$ cat src/rtl/hsv_pkg.sv
`timescale 1ns / 1ps
package hsv_pkg;

    localparam int CH_W      = 8;
    localparam int SAT_NUM_W = 16;  // min * 255
    localparam int HUE_NUM_W = 17;  // (sector * range + d1 - d2) * 42
    localparam int QUOT_W    = 9;   // hue quotient reaches 294
    localparam int SECT_NUM_W = 11;

    localparam logic [CH_W-1:0] HUE_STEPS  = 8'd42;
    localparam logic [CH_W-1:0] HUE_TOP    = 8'd252;
    localparam logic [CH_W-1:0] HUE_FOLD   = 8'd4;
    localparam logic [CH_W-1:0] FULL_SCALE = 8'd255;

    typedef enum logic [1:0] {
        SECT_RED   = 2'd0,
        SECT_GREEN = 2'd1,
        SECT_BLUE  = 2'd2
    } t_sector;

    typedef struct packed {
        logic [CH_W-1:0] red;
        logic [CH_W-1:0] green;
        logic [CH_W-1:0] blue;
    } t_rgb;

    typedef struct packed {
        logic [CH_W-1:0] value;
        logic [CH_W-1:0] saturation;
        logic [CH_W-1:0] hue;
    } t_hsv;

    // data that rides alongside the dividers
    typedef struct packed {
        logic [CH_W-1:0] value;
        logic            sat_zero;
        logic            hue_zero;
    } t_side;

endpackage

$ cat src/rtl/hsv_rgb_if.sv
`timescale 1ns / 1ps
interface hsv_rgb_if;
    logic          valid;
    logic          ready;
    hsv_pkg::t_rgb data;

    modport source (output valid, output data, input ready);
    modport sink (input valid, input data, output ready);
endinterface

$ cat src/rtl/hsv_hsv_if.sv
`timescale 1ns / 1ps
interface hsv_hsv_if;
    logic          valid;
    logic          ready;
    hsv_pkg::t_hsv data;

    modport source (output valid, output data, input ready);
    modport sink (input valid, input data, output ready);
endinterface

$ cat src/rtl/rgb_to_hsv_pixel_core.sv
`timescale 1ns / 1ps
// rgb to hsv pixel converter, hue at 42 steps per sector
// pipeline of 2 front stages, 9 divider stages and 1 output stage; one item per
// cycle while o_pix.ready is high
// the dividers take one quotient bit per stage, so depth follows quotient width
// reset (synchronous, active low) clears the valid bits; payload is not reset
module rgb_to_hsv_pixel_core (
    input  logic i_clk,
    input  logic i_rst_n,
    hsv_rgb_if.sink   i_pix,
    hsv_hsv_if.source o_pix
);
    import hsv_pkg::*;

    localparam int FRONT_N = 2;
    localparam int STG_N   = FRONT_N + QUOT_W + 1;
    localparam int LAST    = STG_N - 1;

    logic [STG_N-1:0] r_vld;
    logic [STG_N-1:0] en;

    t_side                 f_side;
    logic [SAT_NUM_W-1:0]  f_sat_num;
    logic [HUE_NUM_W-1:0]  f_hue_num;
    logic [CH_W-1:0]       f_range;
    logic [QUOT_W-1:0]     q_sat, q_hue;

    t_side r_side [QUOT_W];
    t_side side_end;
    t_hsv  n_out, r_out;
    logic [CH_W-1:0] h;

    // a stage moves when it is empty or its successor moves
    always_comb begin
        en[LAST] = !r_vld[LAST] || o_pix.ready;
        for (int k = LAST - 1; k >= 0; k--) begin
            en[k] = !r_vld[k] || en[k+1];
        end
    end

    always_ff @(posedge i_clk) begin
        if (!i_rst_n) begin
            r_vld <= '0;
        end else begin
            if (en[0]) begin
                r_vld[0] <= i_pix.valid;
            end
            for (int k = 1; k < STG_N; k++) begin
                if (en[k]) begin
                    r_vld[k] <= r_vld[k-1];
                end
            end
        end
    end

    assign i_pix.ready = en[0];

    hsv_front u_front (
        .i_clk     (i_clk),
        .i_en      (en[FRONT_N-1:0]),
        .i_pix     (i_pix.data),
        .o_side    (f_side),
        .o_sat_num (f_sat_num),
        .o_hue_num (f_hue_num),
        .o_range   (f_range)
    );

    hsv_div #(
        .DIVIDEND_W (SAT_NUM_W),
        .DIVISOR_W  (CH_W),
        .QUOT_W     (QUOT_W)
    ) u_div_sat (
        .i_clk      (i_clk),
        .i_en       (en[FRONT_N +: QUOT_W]),
        .i_dividend (f_sat_num),
        .i_divisor  (f_side.value),
        .o_quot     (q_sat)
    );

    hsv_div #(
        .DIVIDEND_W (HUE_NUM_W),
        .DIVISOR_W  (CH_W),
        .QUOT_W     (QUOT_W)
    ) u_div_hue (
        .i_clk      (i_clk),
        .i_en       (en[FRONT_N +: QUOT_W]),
        .i_dividend (f_hue_num),
        .i_divisor  (f_range),
        .o_quot     (q_hue)
    );

    always_ff @(posedge i_clk) begin
        if (en[FRONT_N]) begin
            r_side[0] <= f_side;
        end
        for (int j = 1; j < QUOT_W; j++) begin
            if (en[FRONT_N + j]) begin
                r_side[j] <= r_side[j-1];
            end
        end
    end

    assign side_end = r_side[QUOT_W-1];

    always_comb begin
        h = q_hue[CH_W-1:0];
        // fold the red sector
        if (h < HUE_STEPS || h >= HUE_TOP) begin
            h = h + HUE_FOLD;
        end
        n_out.value      = side_end.value;
        n_out.saturation = side_end.sat_zero ? '0 : FULL_SCALE - q_sat[CH_W-1:0];
        n_out.hue        = side_end.hue_zero ? '0 : h;
    end

    always_ff @(posedge i_clk) begin
        if (en[LAST]) begin
            r_out <= n_out;
        end
    end

    assign o_pix.valid = r_vld[LAST];
    assign o_pix.data  = r_out;
endmodule

$ cat src/rtl/hsv_front.sv
`timescale 1ns / 1ps
module hsv_front (
    input  logic                           i_clk,
    input  logic [1:0]                     i_en,
    input  hsv_pkg::t_rgb                  i_pix,
    output hsv_pkg::t_side                 o_side,
    output logic [hsv_pkg::SAT_NUM_W-1:0]  o_sat_num,
    output logic [hsv_pkg::HUE_NUM_W-1:0]  o_hue_num,
    output logic [hsv_pkg::CH_W-1:0]       o_range
);
    import hsv_pkg::*;

    logic [CH_W-1:0] n_mx, n_mn, n_d1, n_d2;
    t_sector         n_sect;
    logic [CH_W-1:0] r_mx, r_mn, r_d1, r_d2;
    t_sector         r_sect;

    logic [CH_W-1:0]       range_c;
    logic [SECT_NUM_W-1:0] srange, num;
    logic [HUE_NUM_W-1:0]  num42;
    t_side                 n_side;
    t_side                 r_side;
    logic [SAT_NUM_W-1:0]  r_sat_num;
    logic [HUE_NUM_W-1:0]  r_hue_num;
    logic [CH_W-1:0]       r_range;

    // stage a: largest, smallest and dominant channel, ties go to red then green
    always_comb begin
        n_mx   = i_pix.red;
        n_mn   = i_pix.red;
        n_d1   = i_pix.green;
        n_d2   = i_pix.blue;
        n_sect = SECT_RED;
        if (i_pix.green > n_mx) begin
            n_mx   = i_pix.green;
            n_sect = SECT_GREEN;
            n_d1   = i_pix.blue;
            n_d2   = i_pix.red;
        end else begin
            n_mn = i_pix.green;
        end
        if (i_pix.blue > n_mx) begin
            n_mx   = i_pix.blue;
            n_sect = SECT_BLUE;
            n_d1   = i_pix.red;
            n_d2   = i_pix.green;
        end else if (i_pix.blue < n_mn) begin
            n_mn = i_pix.blue;
        end
    end

    always_ff @(posedge i_clk) begin
        if (i_en[0]) begin
            r_mx   <= n_mx;
            r_mn   <= n_mn;
            r_d1   <= n_d1;
            r_d2   <= n_d2;
            r_sect <= n_sect;
        end
    end

    // stage b: dividends; sector offsets are 6, 2 and 4 ranges
    assign range_c = r_mx - r_mn;

    always_comb begin
        case (r_sect)
            SECT_GREEN: srange = {2'b0, range_c, 1'b0};
            SECT_BLUE:  srange = {1'b0, range_c, 2'b0};
            default:    srange = {1'b0, range_c, 2'b0} + {2'b0, range_c, 1'b0};
        endcase
        // never negative when range is nonzero
        num   = srange + SECT_NUM_W'(r_d1) - SECT_NUM_W'(r_d2);
        num42 = {1'b0, num, 5'b0} + {3'b0, num, 3'b0} + {5'b0, num, 1'b0};
        n_side.value    = r_mx;
        n_side.sat_zero = (r_mx == '0);
        n_side.hue_zero = (range_c == '0);
    end

    always_ff @(posedge i_clk) begin
        if (i_en[1]) begin
            r_side    <= n_side;
            r_sat_num <= {r_mn, 8'b0} - SAT_NUM_W'(r_mn);
            r_hue_num <= num42;
            r_range   <= range_c;
        end
    end

    assign o_side    = r_side;
    assign o_sat_num = r_sat_num;
    assign o_hue_num = r_hue_num;
    assign o_range   = r_range;
endmodule

$ cat src/rtl/hsv_div.sv
`timescale 1ns / 1ps
module hsv_div #(
    parameter int DIVIDEND_W = 17,
    parameter int DIVISOR_W  = 8,
    parameter int QUOT_W     = 9
) (
    input  logic                  i_clk,
    input  logic [QUOT_W-1:0]     i_en,
    input  logic [DIVIDEND_W-1:0] i_dividend,
    input  logic [DIVISOR_W-1:0]  i_divisor,
    output logic [QUOT_W-1:0]     o_quot
);
    // restoring division, one quotient bit per stage, msb first
    localparam int CMP_W = (DIVIDEND_W > DIVISOR_W + QUOT_W) ? DIVIDEND_W
                                                              : DIVISOR_W + QUOT_W;

    logic [CMP_W-1:0]     r_rem  [QUOT_W];
    logic [DIVISOR_W-1:0] r_div  [QUOT_W];
    logic [QUOT_W-1:0]    r_quot [QUOT_W];

    genvar j;
    generate
        for (j = 0; j < QUOT_W; j++) begin : g_stg
            localparam int K = QUOT_W - 1 - j;
            logic [CMP_W-1:0]     rem_in;
            logic [DIVISOR_W-1:0] div_in;
            logic [QUOT_W-1:0]    quot_in;
            logic [CMP_W-1:0]     sub;
            logic [CMP_W-1:0]     n_rem;
            logic [QUOT_W-1:0]    n_quot;

            if (j == 0) begin : g_first
                assign rem_in  = CMP_W'(i_dividend);
                assign div_in  = i_divisor;
                assign quot_in = '0;
            end else begin : g_next
                assign rem_in  = r_rem[j-1];
                assign div_in  = r_div[j-1];
                assign quot_in = r_quot[j-1];
            end

            always_comb begin
                sub    = CMP_W'(div_in) << K;
                n_rem  = rem_in;
                n_quot = quot_in;
                if (rem_in >= sub) begin
                    n_rem     = rem_in - sub;
                    n_quot[K] = 1'b1;
                end
            end

            always_ff @(posedge i_clk) begin
                if (i_en[j]) begin
                    r_rem[j]  <= n_rem;
                    r_div[j]  <= div_in;
                    r_quot[j] <= n_quot;
                end
            end
        end
    endgenerate

    assign o_quot = r_quot[QUOT_W-1];
endmodule
$ cat src/flat_wrapper.sv
// flat-port wrapper written by rule: the top's interface ports become plain ports
module rgb_to_hsv_pixel_core_flat import hsv_pkg::*;
  (i_clk, i_rst_n, i_pix_valid, i_pix_data, i_pix_ready, o_pix_valid, o_pix_data, o_pix_ready);
  hsv_rgb_if i_pix_i ();
  hsv_hsv_if o_pix_i ();
  input  logic i_clk;
  input  logic i_rst_n;
  input wire logic [$bits(i_pix_i.valid)-1:0] i_pix_valid;
  input wire logic [$bits(i_pix_i.data)-1:0] i_pix_data;
  output wire logic [$bits(i_pix_i.ready)-1:0] i_pix_ready;
  output wire logic [$bits(o_pix_i.valid)-1:0] o_pix_valid;
  output wire logic [$bits(o_pix_i.data)-1:0] o_pix_data;
  input wire logic [$bits(o_pix_i.ready)-1:0] o_pix_ready;
  assign i_pix_i.valid = i_pix_valid;
  assign i_pix_i.data = i_pix_data;
  assign i_pix_ready = i_pix_i.ready;
  assign o_pix_valid = o_pix_i.valid;
  assign o_pix_data = o_pix_i.data;
  assign o_pix_i.ready = o_pix_ready;
  rgb_to_hsv_pixel_core u_core (.i_clk(i_clk), .i_rst_n(i_rst_n), .i_pix(i_pix_i), .o_pix(o_pix_i));
endmodule
$ cat config.mk
export PLATFORM = sky130hd
export DESIGN_NAME = rgb_to_hsv_pixel_core_flat
export DESIGN_NICKNAME = d
export VERILOG_FILES = /design/src/rtl/hsv_pkg.sv /design/src/rtl/hsv_rgb_if.sv /design/src/rtl/hsv_hsv_if.sv /design/src/rtl/rgb_to_hsv_pixel_core.sv /design/src/rtl/hsv_front.sv /design/src/rtl/hsv_div.sv /design/src/flat_wrapper.sv
export SDC_FILE = /design/constraint.sdc
export NUM_CORES = 1
export LEC_CHECK = 0
export BUFFER_PORTS_ARGS = -buffer_cell sky130_fd_sc_hd__buf_2
export CELL_PAD_IN_SITES_DETAIL_PLACEMENT = 0
export CELL_PAD_IN_SITES_GLOBAL_PLACEMENT = 1
export CORE_ASPECT_RATIO = 0.6
export CORE_MARGIN = 3
export CORE_UTILIZATION = 35
export DETAILED_ROUTE_END_ITERATION = 16
export GPL_TIMING_DRIVEN = 1
export PLACE_DENSITY = 0.58
export SYNTH_ARGS = -nofsm -noshare
export SYNTH_HDL_FRONTEND = slang
export SYNTH_SLANG_ARGS = --single-unit
$ cat constraint.sdc
create_clock -name i_clk -period 8.1 [get_ports i_clk]
set_clock_uncertainty 0.05 [all_clocks]
set_input_delay 0.81 -clock i_clk [delete_from_list [all_inputs] [get_ports i_clk]]
set_output_delay 0.81 -clock i_clk [all_outputs]
set_load 0.05 [all_outputs]
# Word level (Yosys, flattened, before mapping)
# Memory sizes are Yosys's and may differ from the RTL's.
# Cells that the tools add are included.
dict set report word_totals {
  regBits 121
  ram_bits 702
  in_bits 28
  output_inout_bits 26
  elab_cells 178
  mem_count 7
}
# memory depth word_bits read_ports rd_clocked_by_memory_dff wr line_no
set mem_list {}
lappend mem_list {u_core.u_div_hue.r_rem 9 17 8 0 9 hsv_div.sv:17} ;# logic [CMP_W-1:0] r_rem [QUOT_W];
lappend mem_list {u_core.u_div_sat.r_rem 9 17 8 0 9 hsv_div.sv:17}
lappend mem_list {u_core.r_side 9 10 9 0 9 rgb_to_hsv_pixel_core.sv:28} ;# t_side r_side [QUOT_W];
lappend mem_list {u_core.u_div_hue.r_quot 9 9 9 0 9 hsv_div.sv:19} ;# logic [QUOT_W-1:0] r_quot [QUOT_W];
lappend mem_list {u_core.u_div_sat.r_quot 9 9 9 0 9 hsv_div.sv:19}
lappend mem_list {u_core.u_div_hue.r_div 9 8 8 0 9 hsv_div.sv:18} ;# logic [DIVISOR_W-1:0] r_div [QUOT_W];
lappend mem_list {{1 more memories} - - - - - -}
dict set report op_classes {
  add_sub_neg 27
  magnitude_cmp 23
  n_eq_ne 2
  muxes 66
  reduce_logical 27
}
# operator count
set ops {}
lappend ops {{17-bit 2-to-1 mux} 18}
lappend ops {{8-bit 2-to-1 mux} 10}
lappend ops {{1-bit 2-to-1 mux} 37}
lappend ops {{17-bit by 10-bit greater-or-equal comparator with 1-bit output} 2}
lappend ops {{17-bit by 11-bit greater-or-equal comparator with 1-bit output} 2}
lappend ops {{17-bit by 12-bit greater-or-equal comparator with 1-bit output} 2}
lappend ops {{17-bit by 13-bit greater-or-equal comparator with 1-bit output} 2}
lappend ops {{17-bit by 14-bit greater-or-equal comparator with 1-bit output} 2}
lappend ops {{17-bit by 15-bit greater-or-equal comparator with 1-bit output} 2}
lappend ops {{17-bit by 8-bit greater-or-equal comparator with 1-bit output} 2}
lappend ops {{17-bit by 9-bit greater-or-equal comparator with 1-bit output} 2}
lappend ops {{17-bit by 10-bit subtractor with 17-bit output} 2}
lappend ops {{17-bit by 11-bit subtractor with 17-bit output} 2}
lappend ops {{17-bit by 12-bit subtractor with 17-bit output} 2}
lappend ops {{17-bit by 13-bit subtractor with 17-bit output} 2}
lappend ops {{17-bit by 14-bit subtractor with 17-bit output} 2}
lappend ops {{17-bit by 15-bit subtractor with 17-bit output} 2}
lappend ops {{17-bit by 8-bit subtractor with 17-bit output} 2}
lappend ops {{17-bit by 9-bit subtractor with 17-bit output} 2}
lappend ops {{11-bit one-hot mux with 2 select lines} 1}
lappend ops {{16-bit by 14-bit adder with 17-bit output} 1}
lappend ops {{17-bit by 12-bit adder with 17-bit output} 1}
lappend ops {{17-bit by 16-bit greater-or-equal comparator with 1-bit output} 1}
lappend ops {{16-bit by 16-bit subtractor with 17-bit output} 1}
lappend ops {{other kinds (18)} 43}

# Longest topological paths before layout
# Gate-level depths: netlist of run 1.
dict set report depth {
  word_depth 13
  mapped_depth 29
  mapped_depth_nobuf 29
}

# Modules after synthesis
# A second synthesis of run 1 with hierarchy kept.
dict set report unflattened {
  cells_unflattened 2727
  hier_area_um2 34600.7
}
# mod instances cells_per_inst area_per_inst_um2 seq_area_each_um2
set modules_own_cells {}
lappend modules_own_cells {{hsv_div (u_core.u_div_sat)} 1 952 12181.7 7357.1}
lappend modules_own_cells {{hsv_div (u_core.u_div_hue)} 1 968 12136.6 7357.1}
lappend modules_own_cells {hsv_front 1 598 6127.1 2522.4}
lappend modules_own_cells {rgb_to_hsv_pixel_core 1 209 4155.2 3663.5}

# Worst setup path after synthesis of run 1
# OpenSTA, ideal clock, no wires.
dict set report synth_path {
  kind {reg2reg}
  from {register u_core.u_front.r_mn[0]}
  to {register u_core.u_front.r_hue_num[16], in the netlist u_core.u_front.o_hue_num[16], data pin}
  setup_ns 0.255
  t_arrival_ns 5.856
  required_time_ns 7.795
  path_slack_ns 1.939
  stages_incl_launch_ff 28
  n_path_buf 0
  period_less_slack_ns 6.161
  cell_sequence {edfxtp_1 ha_1 inv_1 fa_1 xor2_1 ha_1 a21o_1 a21oi_1 xor2_1 a21o_1 fa_1 inv_1 ha_1 nand2_1 o211ai_1 xor2_1 inv_1 fa_1 inv_1 ha_1 o21ai_0 a21boi_0 o21ai_0 a21boi_0 o21ai_0 and2_1 o221ai_1 o21ba_2}
}
dict set report synth_between {
  elab_chain_cells 7
}
# item line_no
set synth_rtl {}
lappend synth_rtl {{start, declared} hsv_front.sv:15} ;# logic [CH_W-1:0] r_mx, r_mn, r_d1, r_d2;
lappend synth_rtl {{start signal, assigned} hsv_front.sv:55} ;# r_mn <= n_mn;
lappend synth_rtl {{8-bit subtractor (*)} hsv_front.sv:63} ;# assign range_c = r_mx - r_mn;
lappend synth_rtl {{net u_core.u_front.range_c[2]} hsv_front.sv:18} ;# logic [CH_W-1:0] range_c;
lappend synth_rtl {{10-bit by 9-bit adder with 11-bit output} hsv_front.sv:69} ;# default: srange = {1'b0, range_c, 2'b0} + {2'b0, range_c, 1'b0};
lappend synth_rtl {{11-bit one-hot mux with 2 select lines (*)} hsv_front.sv:66} ;# case (r_sect)
lappend synth_rtl {{11-bit by 8-bit adder with 11-bit output (*)} hsv_front.sv:72} ;# num = srange + SECT_NUM_W'(r_d1) - SECT_NUM_W'(r_d2);
lappend synth_rtl {{11-bit by 8-bit subtractor with 11-bit output (*)} hsv_front.sv:72}
lappend synth_rtl {{16-bit by 14-bit adder with 17-bit output} hsv_front.sv:73} ;# num42 = {1'b0, num, 5'b0} + {3'b0, num, 3'b0} + {5'b0, num, 1'b0};
lappend synth_rtl {{17-bit by 12-bit adder with 17-bit output (*)} hsv_front.sv:73}
lappend synth_rtl {{net u_core.u_front.num42[16]} hsv_front.sv:20} ;# logic [HUE_NUM_W-1:0] num42;
lappend synth_rtl {{end signal, assigned} hsv_front.sv:83} ;# r_hue_num <= num42;
lappend synth_rtl {{end, declared} hsv_front.sv:24} ;# logic [HUE_NUM_W-1:0] r_hue_num;
# Mark *: on every way through the listed nets, which the timed path passes. The rest lies on a longest branch.
# A chain may end at the register's enable or synchronous reset.

# Worst setup path after layout of run 1
# Ends and elaborated chain as after synthesis.

==> results by group, run 1 <==
Run status
  – Status: complete, no violations

Worst setup path
  – Reg2reg path depth: 26
  – Critical path type: reg2reg
  – WP data required: 8.45 ns
  – Crit end category: flip-flop
  – WP data arrival: 7.39 ns
  – Worst setup SP type: flip-flop
  – Max FO, Critical Path: 7

Synthesis
  – Asr flop ratio synth: 0
  – Post-synth EDFFs: 598
  – Yosys reg bits: 610
  – Ys flop type: edfxtp_1
  – Mapped Cells: 2,546
  – Yosys cell types: 77
  – YS warnings: 0
  – Cell Area, Synth: 31,000 um^2
  – Syn avg cell area: 12.2 um^2
  – Post-synthesis sequential area ratio: 0.588
  – Synthesized net count: 2,822

Global routing
  – First-pass GRT wire length: 109 mm
  – Met3 Use GR: 0.0264
  – Met2 Use GR: 0.186
  – Initial antenna violation count: 3
  – Met1 usage: 0.261
  – Largest net degree at the start of global routing: 66
  – GRT Util Overall: 0.150
  – GR peak layer: met1
  – Vias in the first global route: 18,422
  – Total gr overflow: 0

CTS
  – Clk sink count: 610
  – Post-CTS Setup Inserts: 0
  – Root Buffer: clkbuf_16
  – CTS Hold Bufs: 0
  – Number of CTS-inserted buffers: 61
  – Clock Latency Late Sink: 0.64 ns
  – Clock-pin slew on the worst setup and hold paths: 0.07 ns
  – CTS tree: built
  – H-tree depth: 2
  – Cts repair resizes: 0
  – CTS Buffer Depth: 3

STA
  – Setup violators final: 0
  – Slew Limit Headroom: 0.131
  – Final hold vios: 0
  – Fmax: 142 MHz
  – Minimum clock period after layout: 7.04 ns
  – TNS Setup: 0 ns
  – Max-slew violations: 0
  – Worst-Margin Slew: 1.30 ns
  – Period utilization: 0.870
  – RSZ-0062 raised after global routing: no

Floorplanning
  – Die Ht: 236 um
  – Die width: 390 um
  – Die area: 92,200 um^2
  – # rows: 83
  – Core Footprint: 86,600 um^2
  – Initial Utilization: 0.358
  – Top-Level Pins: 54

Layout
  – Most frequent cells in the layout: edfxtp_1, inv_1, ha_1
  – FILL cells: 8,161
  – P&R area growth vs syn: 11.6%
  – Most common cell after layout, fill and taps aside: edfxtp_1
  – Share of cells above drive strength 1: 0.0774
  – Fin nets: 2,912

Routing
  – 1st-iter DRT viols: 1,467
  – Via-to-Cell Ratio: 4.98
  – Post-Route WL: 69.1 mm
  – DR DRC count: 0
  – Drt wl/cell: 18.0 um
  – Initial DRT Pass Iterations: 5
  – Vias: 19,102
  – Post-route ant nets: 0

Placement
  – PortBufs: 53
  – GP Congestion: 0.826
  – Dpl hpwl: 52.3 mm

Hold path
  – Hold crit path type: reg2reg
  – Hold Crit Depth: 0

Job
  – Max_cap viols: 0
## registers in the layout, summed over array words and instances, names as in the netlist, 10 cells and up
register	count
u_core.o_pix.data	24
u_core.r_side	33
u_core.r_vld	12
u_core.u_div_hue.r_div	64
u_core.u_div_hue.r_quot	36
u_core.u_div_hue.r_rem	128
u_core.u_div_sat.r_div	57
u_core.u_div_sat.r_quot	36
u_core.u_div_sat.r_rem	136
u_core.u_front.o_hue_num	16
u_core.u_front.o_sat_num	16
u_core.u_front.o_side	10
## Yosys cell counts, drive strengths merged, types with 5 or more instances
master | count | area, um^2
a21oi | 151 | 759
o21ai | 145 | 726
nand2 | 153 | 574
fa | 34 | 681
nand2b | 33 | 206
inv | 315 | 1180
mux2i | 27 | 270
nand4b | 6 | 52.6
a21boi | 42 | 315
a221oi | 5 | 43.8
xnor2 | 95 | 840
a211oi | 10 | 75.1
o31ai | 26 | 195
buf | 9 | 47.6
or4 | 8 | 63.8
nor2b | 62 | 388
xor2 | 57 | 499
a21o | 32 | 240
o21a | 24 | 180
and3 | 11 | 68.8
nor3b | 5 | 42.5
dfxtp | 12 | 240
clkbuf | 27 | 101
nor4b | 8 | 70.1
nand3 | 31 | 155
ha | 214 | 2680
or3 | 18 | 113
o211ai | 10 | 75.1
nor4 | 20 | 125
nor2 | 174 | 656
mux2 | 20 | 229
nand4 | 26 | 163
nand3b | 19 | 143
or2 | 5 | 31.3
nor3 | 50 | 250
and2 | 10 | 62.6
edfxtp | 598 | 18000
or3b | 5 | 43.8
## area by class of cell
cell class / instances / area [um^2] / share of cell area
Timing Repair Buffer: 63 / 340 / 0.00985
Sequential cell: 610 / 18200 / 0.527
Tap cell: 1147 / 1440 / 0.0415
Antenna cell: 1 / 2.50 / 0.0000724
Clock buffer: 65 / 1560 / 0.0452
Multi-Input combinational cell: 1584 / 11500 / 0.332
Clock inverter: 50 / 373 / 0.0108
Inverter: 316 / 1190 / 0.0343
## worst max-delay path: stages, from the launching register on
cell and delay [ns]:
edfxtp_1 0.50, ha_1 0.22, inv_1 0.06, fa_1 0.42, xor2_1 0.51, ha_1 0.34
a21o_1 0.16, a21oi_1 0.26, xor2_1 0.11, a21o_1 0.20, fa_1 0.47, inv_1 0.04
ha_1 0.34, xnor2_1 0.37, inv_1 0.15, fa_1 0.50, inv_1 0.04, ha_1 0.33
nor2b_1 0.15, o21ai_0 0.22, a21boi_0 0.15, o21ai_0 0.22, a21boi_0 0.15, o21ai_0 0.21
and2_1 0.21, o221ai_1 0.18, o21ba_2 0.23
## per-layer routing
metal  vias up  wire length (um)  part of all wire
met5         -                 0                 0
met4         0               742             0.011
met3        54              3850             0.056
met2       418             24500              0.35
met1      9284             40000              0.58
li1       9346                 -                 -
## worst paths after layout
| path | startpoint | end | slack (ns) |
|---|---|---|---|
| setup / recovery | u_core.u_front.r_mn[0]$_DFFE_PP_ | u_core.u_front.o_hue_num[16]$_DFFE_PP_ | 1.06 |
| hold / removal | u_core.u_div_hue.r_quot[0][58]$_DFFE_PP_ | u_core.u_div_hue.r_quot[0][67]$_DFFE_PP_ | 0.36 |
| setup reg to reg | u_core.u_front.r_mn[0]$_DFFE_PP_ | u_core.u_front.o_hue_num[16]$_DFFE_PP_ | 1.06 |
| hold reg to reg | u_core.u_div_hue.r_quot[0][58]$_DFFE_PP_ | u_core.u_div_hue.r_quot[0][67]$_DFFE_PP_ | 0.36 |
## cells by family (layout without fill, tap and decap cells)
family,Yosys count,in the layout,synth area share
other,0,1,0
buffers and inverters,352,494,0.0431
AO/OA/AOI/OAI,484,484,0.0952
AND/OR/NAND/NOR,653,653,0.106
XOR/XNOR,152,152,0.0432
flip-flops,610,610,0.588
adder cells (fa/ha/maj),248,248,0.108
multiplexers,47,47,0.0161
## stage by stage
stage	hold slack, ns	area, um^2	setup slack (ns)	instances	util
detailed placement	0.355	32600	1.06	3720	0.377
floorplan	0.350	31000	1.94	2546	-
global placement	0.351	32600	1.20	3720	0.377
finish	0.364	34600	1.06	3836	0.399
global route	0.367	34600	0.439	3835	0.399
CTS	0.349	34600	1.05	3835	0.399
Power of run 1 is left out: the tool's default activity adds up to more than one toggle a clock period on the data nets, which glitch-free logic cannot reach.
==> run 2, diff against run 1 <==
--- a/config.mk
+++ b/config.mk
@@ -13,7 +13,7 @@
 export CORE_UTILIZATION = 35
 export DETAILED_ROUTE_END_ITERATION = 16
 export GPL_TIMING_DRIVEN = 1
-export PLACE_DENSITY = 0.58
+export PLACE_DENSITY_LB_ADDON = 0.1
 export SYNTH_ARGS = -nofsm -noshare
 export SYNTH_HDL_FRONTEND = slang
 export SYNTH_SLANG_ARGS = --single-unit
==> results by group, run 2 (synthesis results as in run 1) <==
Run status
  – Status: complete, no violations

Floorplanning
  – Die Ht: 236 um (unchanged)
  – Core Footprint: 86,600 um^2 (unchanged)
  – Die area: 92,200 um^2 (unchanged)
  – Top-Level Pins: 54 (unchanged)
  – # rows: 83 (unchanged)
  – Die width: 390 um (unchanged)
  – Initial Utilization: 0.358 (unchanged)

Worst setup path
  – Worst Setup SP: u_core.u_front.r_mn[0]$_DFFE_PP_
  – FF-to-FF setup slack: 1.03 ns (-0.02 ns)
  – Reg2reg path depth: 27 (+3.8%)
  – Crit end category: flip-flop
  – WP data required: 8.41 ns (-0.04 ns)
  – Critical R2R Launch: u_core.u_front.r_mn[0]$_DFFE_PP_
  – Worst setup SP type: flip-flop
  – Max FO, Critical Path: 7 (unchanged)
  – WP data arrival: 7.38 ns (about the same)
  – RR Endpoint: u_core.u_front.o_hue_num[16]$_DFFE_PP_
  – Critical path type: reg2reg

CTS
  – Root Buffer: clkbuf_16
  – H-tree depth: 2 (unchanged)
  – Clock-pin slew on the worst setup and hold paths: 0.06 ns (about the same)
  – Clock Latency Late Sink: 0.63 ns (about the same)
  – Cts repair resizes: 0 (unchanged)
  – CTS Hold Bufs: 0 (unchanged)
  – Post-CTS Setup Inserts: 0 (unchanged)
  – CTS tree: built
  – Number of CTS-inserted buffers: 61 (unchanged)
  – Clk sink count: 610 (unchanged)
  – CTS Buffer Depth: 3 (unchanged)

STA
  – Worst-Margin Slew: 1.24 ns (-0.0594 ns)
  – Setup violators final: 0 (unchanged)
  – Max-slew violations: 0 (unchanged)
  – Period utilization: 0.872 (+0.00266)
  – RSZ-0062 raised after global routing: no
  – Fmax: 142 MHz (-0.31%)
  – Slew Limit Headroom: 0.171 (+0.0398)
  – Hold slack: 0.360 ns (-0.00381 ns)
  – TNS Setup: 0 ns (unchanged)
  – Minimum clock period after layout: 7.07 ns (+0.0216 ns)
  – Worst Slack Setup Final: 1.03 ns (-0.0216 ns)
  – Final hold vios: 0 (unchanged)

Placement
  – Place WS: 1.08 ns (+0.0268 ns)
  – Dpl hpwl: 53.6 mm (+2.5%)
  – GP Congestion: 0.820 (-0.82%)
  – PortBufs: 53 (unchanged)

Routing
  – Post-Route WL: 70.3 mm (+1.7%)
  – DR DRC count: 0 (unchanged)
  – Max layer used: met4
  – DR WL met2: 24.2 mm (-1.5%)
  – Drt wl/cell: 18.4 um (+1.9%)
  – 1st-iter DRT viols: 1,534 (+4.6%)
  – Vias: 18,999 (-0.54%)
  – Via-to-Cell Ratio: 4.96 (-0.33%)
  – WL met3: 3.94 mm (+2.4%)
  – Sum of routed wire segments on met1: 41.2 mm (+3.0%)
  – Initial DRT Pass Iterations: 6 (+1)
  – Post-route ant nets: 0 (unchanged)

Hold path
  – Hold Startpoint: u_core.u_div_sat.r_quot[0][60]$_DFFE_PP_
  – Worst hold endpoint: u_core.u_div_sat.r_quot[0][69]$_DFFE_PP_
  – Hold Crit Depth: 0 (unchanged)
  – Hold crit path type: reg2reg

Layout
  – Antenna diodes: 0 (-1)
  – Fin nets: 2,913 (+0.034%)
  – Largest regs: u_core.u_div_sat.r_rem (136), u_core.u_div_hue.r_rem (128), u_core.u_div_hue.r_div (64)
  – Final core occ: 0.400 (+0.000910)
  – Biggest register: u_core.u_div_sat.r_rem
  – Most common cell after layout, fill and taps aside: edfxtp_1
  – P&R area growth vs syn: 11.8%
  – Share of cells above drive strength 1: 0.0757 (-0.00166)
  – Max reg flops: 136 (unchanged)
  – Most frequent cells in the layout: edfxtp_1, inv_1, ha_1

Job
  – Max_cap viols: 0 (unchanged)

Global routing
  – Largest net degree at the start of global routing: 66 (unchanged)
  – Vias in the first global route: 18,386 (-0.20%)
  – Initial antenna violation count: 1 (-2)
  – Total gr overflow: 0 (unchanged)
  – GRT Util Overall: 0.152 (+0.00223)
  – First-pass GRT wire length: 110 mm (+1.2%)
-- run 2: changes by cell type in the layout (fill, tap and decap cells not counted), sizes merged --
cell and change:
inv -1, buf +1, clkinv -14, clkinvlp -1, diode -1, clkbuf +3
bufinv +5
-- run 2: critical path, stage by stage, from the launching register on --
cell and delay [ns]:
edfxtp_1 0.49, ha_1 0.21, inv_1 0.05, fa_1 0.42, xor2_1 0.52, ha_1 0.35, a21o_1 0.16, a21oi_1 0.26
xor2_1 0.11, a21o_1 0.20, fa_1 0.47, inv_1 0.04, ha_1 0.34, nand2_1 0.07, o211ai_1 0.26, xor2_1 0.32
inv_1 0.15, fa_1 0.50, inv_1 0.04, ha_1 0.32, o21ai_0 0.12, a21boi_0 0.14, o21ai_0 0.23, a21boi_0 0.15
o21ai_0 0.23, and2_1 0.20, o221ai_1 0.16, o21ba_2 0.23
-- run 2: area by class of cell --
type                            instances  area [um^2]
Fill cell                            8223        52000
Sequential cell                       610        18200
Multi-Input combinational cell       1584        11500
Clock buffer                           68         1570
Tap cell                             1147         1440
Inverter                              316         1190
Clock inverter                         39          435
Timing Repair Buffer                   64          348
-- run 2: layer usage --
layer	vias up	track usage
met3	70	0.0277
met4	0	0.0299
met2	399	0.181
met5	-	0
li1	9341	-
met1	9189	0.270
-- run 2: worst max-delay path by stage --
stage                                                        end  slack (ns)  depth (start not counted)
after floorplan           u_core.u_front.o_hue_num[16]$_DFFE_PP_        1.94                         27
after global placement    u_core.u_front.o_hue_num[16]$_DFFE_PP_        1.23                         27
after detailed placement  u_core.u_front.o_hue_num[16]$_DFFE_PP_        1.08                         27
after CTS                 u_core.u_front.o_hue_num[16]$_DFFE_PP_        1.02                         27
after global routing      u_core.u_front.o_hue_num[16]$_DFFE_PP_        0.42                         27
final                     u_core.u_front.o_hue_num[16]$_DFFE_PP_        1.03                         27
-- run 2: through the flow --
stage / cells / cell area (um^2)
final: 3828 / 34600
after global routing: 3828 / 34600
after CTS: 3828 / 34600
after detailed placement: 3721 / 32600
after global placement: 3721 / 32600
after floorplan: 2546 / 31000
Power of run 2 is left out for the same reason.
==> run 3, diff against run 2 <==
==> constraint.sdc (replaced) <==
create_clock -name i_clk -period 8.75 [get_ports i_clk]
set_clock_uncertainty 0.05 [all_clocks]
set_input_delay 0.875 -clock i_clk [delete_from_list [all_inputs] [get_ports i_clk]]
set_output_delay 0.875 -clock i_clk [all_outputs]
set_load 0.05 [all_outputs]
==> results by group, run 3 (synthesis results as in run 1) <==
Placement
  – GP Congestion: 0.820 (unchanged)
  – Placed cell count: 3,721 (unchanged)
  – Dpl hpwl: 53.6 mm (about the same)
  – Place WS: 1.72 ns (+0.633 ns)
  – PortBufs: 53 (unchanged)

STA
  – Worst Slack Setup Final: 1.74 ns (+0.707 ns)
  – RSZ-0062 raised after global routing: no
  – Fmax: 143 MHz (+0.82%)
  – Worst-Margin Slew: 1.24 ns (+0.00157 ns)
  – Period utilization: 0.801 (-0.0713)
  – Max-slew violations: 0 (unchanged)
  – Slew Limit Headroom: 0.170 (-0.00105)
  – Minimum clock period after layout: 7.01 ns (-0.0572 ns)
  – Setup violators final: 0 (unchanged)
  – Final hold vios: 0 (unchanged)
  – TNS Setup: 0 ns (unchanged)

CTS
  – H-tree depth: 2 (unchanged)
  – Root Buffer: clkbuf_16
  – Post-CTS Setup Inserts: 0 (unchanged)
  – CTS Buffer Depth: 3 (unchanged)
  – CTS Hold Bufs: 0 (unchanged)
  – Clk sink count: 610 (unchanged)
  – CTS tree: built
  – Cts repair resizes: 0 (unchanged)
  – Number of CTS-inserted buffers: 61 (unchanged)
  – Clock Latency Late Sink: 0.64 ns (about the same)
  – Clock-pin slew on the worst setup and hold paths: 0.06 ns (about the same)

Global routing
  – Total gr overflow: 0 (unchanged)
  – Largest net degree at the start of global routing: 66 (unchanged)
  – Initial antenna violation count: 2 (+1)
  – Vias in the first global route: 18,349 (-0.20%)
  – First-pass GRT wire length: 110 mm (+0.17%)
  – GRT Util Overall: 0.152 (about the same)

Worst setup path
  – FF-to-FF setup slack: 1.74 ns (+0.71 ns)
  – Crit path top cell by count: ha_1
  – WP depth: 25 (-7.4%)
  – RR Endpoint: u_core.u_front.o_hue_num[16]$_DFFE_PP_
  – Critical path type: reg2reg
  – Worst Setup SP: u_core.u_front.r_mn[0]$_DFFE_PP_
  – WP data required: 9.09 ns (+0.68 ns)
  – Critical R2R Launch: u_core.u_front.r_mn[0]$_DFFE_PP_
  – Crit end category: flip-flop
  – Worst Setup EP: u_core.u_front.o_hue_num[16]$_DFFE_PP_
  – Worst-path cell with the longest stage delay: xor2_1
  – Buf/Inv on CP: 3 (-1)
  – Critical path's top delay family: adder cells
  – Max FO, Critical Path: 7 (unchanged)
  – WP data arrival: 7.35 ns (-0.03 ns)
  – Slowest stage delay, CP: 0.52 ns (about the same)
  – Reg2reg path depth: 25 (-7.4%)
  – Worst setup SP type: flip-flop

Job
  – Max_cap viols: 0 (unchanged)

Routing
  – Initial DRT Pass Iterations: 6 (unchanged)
  – Vias: 18,988 (-0.058%)
  – Post-route ant nets: 0 (unchanged)
  – Post-Route WL: 70.2 mm (about the same)
  – Drt wl/cell: 18.3 um (-0.28%)
  – DR DRC count: 0 (unchanged)
  – 1st-iter DRT viols: 1,623 (+5.8%)
  – Via-to-Cell Ratio: 4.95 (-0.32%)

Layout
  – Share of cells above drive strength 1: 0.0784 (+0.00272)
  – Biggest register: u_core.u_div_sat.r_rem
  – P&R area growth vs syn: 12.4%
  – Most frequent cells in the layout: edfxtp_1, inv_1, ha_1
  – Non-filler instance count after layout: 3,838 (+0.26%)
  – FILL cells: 8,224 (+0.012%)
  – Most common cell after layout, fill and taps aside: edfxtp_1
  – Max reg flops: 136 (unchanged)
  – Final core occ: 0.402 (+0.00207)
  – Largest regs: u_core.u_div_sat.r_rem (136), u_core.u_div_hue.r_rem (128), u_core.u_div_hue.r_div (64)
  – Fin nets: 2,913 (unchanged)

Floorplanning
  – Top-Level Pins: 54 (unchanged)
  – Core Footprint: 86,600 um^2 (unchanged)
  – # rows: 83 (unchanged)
  – Die width: 390 um (unchanged)
  – Initial Utilization: 0.358 (unchanged)
  – Die Ht: 236 um (unchanged)
  – Die area: 92,200 um^2 (unchanged)

Hold path
  – Hold crit path type: reg2reg

Run status
  – Status: complete, no violations
## run 3: cell count changes in the layout (fill, tap and decap cells not counted), moves of 2 or more
cell / before / now
bufinv_16: 9 / 13
clkbuf_1: 6 / 8
clkinv_2: 11 / 8
clkinvlp_4: 1 / 7
inv_6: 0 / 2
## run 3: worst min-delay path by stage
stage | start | end | slack, ns | cells past startpoint
floorplan | u_core.r_side[0][82]$_DFFE_PP_ | u_core.o_pix.data[16]$_DFFE_PP_ | 0.35 | 0
detailed placement | u_core.r_side[0][83]$_DFFE_PP_ | u_core.o_pix.data[17]$_DFFE_PP_ | 0.35 | 0
global placement | u_core.r_side[0][83]$_DFFE_PP_ | u_core.o_pix.data[17]$_DFFE_PP_ | 0.35 | 0
global route | u_core.u_div_sat.r_quot[0][52]$_DFFE_PP_ | u_core.u_div_sat.r_quot[0][61]$_DFFE_PP_ | 0.38 | 0
CTS | u_core.r_side[0][40]$_DFFE_PP_ | u_core.r_side[0][50]$_DFFE_PP_ | 0.37 | 0
finish | u_core.u_div_sat.r_quot[0][60]$_DFFE_PP_ | u_core.u_div_sat.r_quot[0][69]$_DFFE_PP_ | 0.37 | 0
## run 3: worst register-to-register path, delay by kind of cell, from the launching register on
family	cells	cell delay, ns
buffers and inverters	3	0.21
AOI/OAI and AO/OA	10	2.01
adders and majority gates	7	2.59
DFF	1	0.49
and+or+nand+nor	1	0.19
xor gates and xnor gates	4	1.24
## run 3: cell type report
cell class                      count  area [um^2]  share of cell area
Clock buffer                       71         1610              0.0461
Timing Repair Buffer               64          348             0.00999
Antenna cell                        1         2.50           0.0000719
Multi-Input combinational cell   1584        11500               0.329
Inverter                          316         1190              0.0341
Clock inverter                     45          579              0.0166
Tap cell                         1147         1440              0.0412
Sequential cell                   610        18200               0.523
## run 3: layer usage
metal  track usage  vias up  routed length (um)
met5             0        -                   0
met4        0.0285        0                1050
met3        0.0263       74                3460
met2         0.180      338               24000
met1         0.272     9229               41800
li1              -     9347                   -
## run 3: through the flow
stage	hold WS (ns)	cell area, um^2
detailed placement	0.355	32600
floorplan	0.350	31000
finish	0.365	34800
global placement	0.353	32600
global route	0.379	34800
CTS	0.369	34800
Power of run 3 is left out for the same reason.
